File: config.mk
export PLATFORM = sky130hd
export DESIGN_NAME = ioc_ram
export DESIGN_NICKNAME = d
export VERILOG_FILES = /design/src/hw/rtl/inflated_occupancy_check_core_macros.svh /design/src/hw/rtl/ioc_ram.sv
export SDC_FILE = /design/constraint.sdc
export NUM_CORES = 2
export LEC_CHECK = 0
export ABC_CLOCK_PERIOD_IN_PS = 4210
export BUFFER_PORTS_ARGS = -buffer_cell sky130_fd_sc_hd__buf_4
export CAP_MARGIN = 20
export CORE_MARGIN = 5
export CORE_UTILIZATION = 55
export CTS_CLUSTER_DIAMETER = 60
export CTS_CLUSTER_SIZE = 16
export DETAILED_ROUTE_END_ITERATION = 10
export HOLD_SLACK_MARGIN = 0.08
export PLACE_DENSITY = 0.71
export SLEW_MARGIN = 30
export SYNTH_ARGS = -nofsm -noshare
export SYNTH_HDL_FRONTEND = slang
export SYNTH_SLANG_ARGS = --single-unit
File: constraint.sdc
create_clock -name i_clk -period 4.21 [get_ports i_clk]
set_input_delay 0.421 -clock i_clk [delete_from_list [all_inputs] [get_ports i_clk]]
set_output_delay 0.421 -clock i_clk [all_outputs]
set_load 0.005 [all_outputs]
File: src/hw/rtl/inflated_occupancy_check_core_macros.svh
// ----------------------------------------------------------------------------
// Assertion macros for the inflated occupancy check block
// Clocked on i_clk, disabled while i_rst_n is low.
// ----------------------------------------------------------------------------
`ifndef INFLATED_OCCUPANCY_CHECK_CORE_MACROS_SVH
`define INFLATED_OCCUPANCY_CHECK_CORE_MACROS_SVH

// property checked at every clock edge outside reset
`define IOC_ASSERT(label, prop, msg) \
    label: assert property (@(posedge i_clk) disable iff (!i_rst_n) prop) \
        else $error(msg);

// implication checked at every clock edge outside reset
`define IOC_ASSERT_IMPL(label, pre, post, msg) \
    `IOC_ASSERT(label, (pre) |-> (post), msg)

`endif

File: src/hw/rtl/ioc_ram.sv
// ----------------------------------------------------------------------------
// ioc_ram
// Generic simple dual-port RAM: one write port, one registered read port.
// ----------------------------------------------------------------------------
module ioc_ram #(
    parameter int WIDTH = 8,
    parameter int DEPTH = 256
) (
    input  logic                     i_clk,
    input  logic                     i_we,
    input  logic [$clog2(DEPTH)-1:0] i_waddr,
    input  logic [WIDTH-1:0]         i_wdata,
    input  logic                     i_re,
    input  logic [$clog2(DEPTH)-1:0] i_raddr,
    output logic [WIDTH-1:0]         o_rdata
);

    logic [WIDTH-1:0] r_mem [DEPTH];
    logic [WIDTH-1:0] r_rdata;

    always_ff @(posedge i_clk) begin
        if (i_we) begin
            r_mem[i_waddr] <= i_wdata;
        end
        if (i_re) begin
            r_rdata <= r_mem[i_raddr];
        end
    end

    assign o_rdata = r_rdata;

endmodule

==> flow_metrics.py <==
metrics = {
    "synthesis": {
        "yosys.area.top_type": "edfxtp_1",
        "synth_area_leaders": "edfxtp_1, mux4_2, mux2i_1",
        "yosysSeqAreaShare": 0.775,
        "syn_inst": 3733,
        "synth_area_um2": 79600,
        "yosys_warnings": 0,
        "yosys.area.top_type_share": 0.775,
        "yosysUniqueCellTypes": 54,
        "ys_async_sr_fraction": 0,
        "syn_avg_cell_area_um2": 21.3,
        "synth_enable_flop_cells": 2056,
        "synth.net_count": 3760,
        "synth-seq-cells": 2056,
        "synth_ff_type": "edfxtp_1",
    },
    "power_and_ir_drop": {
        "p_leak_nw": 26.5,
        "vdd_drop_max_mv": 0.446,
        "power_density_nw_per_um2": 441,
        "p_sw_frac": 0.211,
        "p_clk_frac": 0.358,
        "pwr-share-seq": 0.589,
        "combinationalPowerShare": 0.053,
        "p_int_w": 0.0302,
        "p_sw_w": 0.00810,
    },
    "finish": {
        "finalNetCount": 3885,
        "area_growth_syn_to_layout_pct": 9.21,
        "instances_no_fill": 5808,
        "drive_gt1_frac": 0.222,
    },
    "worst_setup_path": {
        "cp.required_ns": 4.73,
        "end_kind": "flip-flop",
        "arrival_ns": 3.65,
        "start_kind": "input port",
        "path_class": "in2reg",
        "path_max_fanout": 27,
    },
    "grt": {
        "grt_max_degree": 144,
        "grt_pass1_wl_um": 275000,
        "grt_use_total": 0.250,
        "first_global_vias": 38602,
        "antenna_found_initial": 6,
        "overflow": 0,
    },
    "sta": {
        "skew_ns": 0.0250,
        "finalSetupViolCount": 0,
        "slew-limit-headroom": 0.325,
        "maxSlewViolCount": 0,
        "post-route-period-util": 0.744,
        "timing.final.crit_period_ns": 3.13,
        "fmax_mhz": 319,
        "rsz0062_at_grt": "no",
        "finalHoldViolCount": 0,
        "final.setup.tns_ns": 0,
        "tightest_slew_ns": 1.00,
    },
    "detailed_routing": {
        "drc": 0,
        "avgViaCountPerCell": 6.71,
        "finalWirelength_um": 190000,
        "drt_iter0_drc": 5357,
        "wl_per_cell_um": 32.7,
        "vias": 38965,
        "first_pass_iters": 6,
        "ant_nets": 0,
    },
    "clocking": {
        "post_cts_buffers": 0,
        "cts_buffers": 151,
        "cts_resized": 0,
        "holdBufCountCts": 2,
        "htree_levels": 4,
        "clock_latency_ns": 0.81,
        "clk_pin_slew_ns": 0.07,
        "tritoncts": "done",
        "cts.sinks": 2056,
        "clk_path_buf_depth": 3,
        "root_buffer": "clkbuf_16",
    },
    "placement": {
        "gp_congestion": 0.847,
        "hpwl_um": 117000,
        "io_buffers": 34,
        "dp.cells": 5604,
    },
    "die": {
        "die_x_um": 391,
        "start_util": 0.554,
        "fp.dieH_um": 391,
        "io_pins": 35,
        "die-area_um2": 153000,
        "core_um2": 144000,
        "placementRows": 139,
    },
    "status": {
        "status": "finished clean",
    },
    "flow_run": {
        "maxCapViolations": 0,
    },
    "min_path": {
        "hold_path_class": "in2reg",
    },
}
[layout by cell type (no fill, tap or decap), drive strengths merged, types with 6 or more instances in the layout]
cell type | netlist | final
nand2b | 8 | 8
nor3 | 22 | 22
clkbuf | 111 | 169
nand3 | 34 | 34
a22oi | 133 | 133
and2 | 6 | 6
nor4 | 27 | 27
a221oi | 14 | 14
a21oi | 96 | 96
nor2 | 282 | 282
a211oi | 16 | 16
bufinv | 0 | 6
inv | 1 | 6
nor2b | 31 | 31
mux4 | 456 | 456
o221ai | 47 | 47
o21ai | 12 | 12
a22o | 8 | 8
buf | 122 | 198
nand2 | 33 | 33
mux2i | 134 | 134
nand4 | 10 | 10
clkinv | 1 | 18
edfxtp | 2056 | 2056
o22ai | 28 | 28
o211ai | 10 | 10
[stage by stage]
step                area, um^2   util  setup slack (ns)  power [W]  hold slack [ns]
finish                   87000  0.605              1.08     0.0383            0.122
global route             87000  0.605              1.05     0.0394            0.125
CTS                      86900  0.604              1.11     0.0385            0.127
detailed placement       82500  0.574             0.260     0.0251            0.776
global placement         82500  0.574             0.201     0.0250            0.781
floorplan                79600      -              1.71     0.0241            0.520
[routing by layer]
layer / track usage / vias to the layer above / wire length [um]
li1: - / 15826 / -
met1: 0.362 / 20664 / 74400
met2: 0.395 / 2154 / 91700
met3: 0.0486 / 317 / 17700
met4: 0.0763 / 4 / 5990
met5: 0 / - / 27
[cell type report]
cell class              instances  area, um^2
clock buffers                 165        3870
clock inverters                31         474
repair buffers                205        1970
inverters                       2        7.51
multi-input cells            1442       16500
diodes                          4        10.0
fillers                      9703       56900
well taps                    1903        2380
flip-flops and latches       2056       61700
[cell families (layout without fill, tap and decap cells)]
logic type             count (synthesis)  count (layout)  synth area share
other                                  0               4                 0
AND/OR/NAND/NOR                      466             466            0.0263
AO/OA/AOI/OAI                        385             385            0.0342
flip-flops                          2056            2056             0.775
buffers and inverters                235             403            0.0183
multiplexers                         591             591             0.146
[worst max-delay path: stages]
cell      delay, ns
buf_8          0.35
buf_12         0.26
buf_12         0.21
mux4_2         0.50
nor2b_1        0.14
a211oi_1       0.53
nor2_1         0.21
nor4_1         0.64
buf_4          0.27
nor4_2         0.05
[Yosys cell counts, types with 2 or more instances]
library cell / count
a311oi_1: 2
o211ai_1: 10
buf_8: 13
o32ai_1: 4
a2111oi_1: 2
nand2b_1: 8
a211oi_1: 16
o21ai_1: 2
o22a_1: 5
a221oi_1: 13
clkbuf_1: 111
o221ai_1: 46
nand4_1: 10
a22oi_1: 133
buf_6: 21
buf_1: 22
o22ai_1: 28
o21ai_0: 10
nor4_2: 3
mux4_1: 2
mux4_2: 454
a31oi_1: 2
and3b_1: 2
a22o_1: 8
buf_2: 31
buf_4: 27
nand2_1: 33
or2_2: 4
a21oi_1: 96
nand3_1: 34
mux2i_1: 134
nand3b_1: 2
nor4_1: 24
a2111oi_0: 2
edfxtp_1: 2056
and2_1: 6
nor3_1: 22
nor2_1: 282
buf_12: 8
nor2b_1: 31
[state kept, by name, summed over array words and instances (netlist names)]
| signal | flops |
|---|---|
| o_rdata | 8 |
| r_mem | 2048 |
[power by group through the flow]
stage	combinational (W)	clock [W]	sequential, W
2_1_floorplan	0.00110	0	0.0230
3_3_place_gp	0.00199	0	0.0230
3_5_place_dp	0.00203	0	0.0230
4_1_cts	0.00203	0.0138	0.0226
5_1_grt	0.00214	0.0147	0.0226
6_report	0.00204	0.0137	0.0226
[worst paths after layout]
kind                 from       endpoint  slack (ns)  cells after the start
max reg2reg  r_mem[83][3]     o_rdata[3]        1.25                      6
min reg2reg  r_mem[41][3]     o_rdata[3]        1.01                      6
max            i_raddr[0]     o_rdata[2]        1.08                     10
min            i_wdata[4]  r_mem[230][4]        0.12                      1
Note: power is estimated with default switching activity, not from simulation.
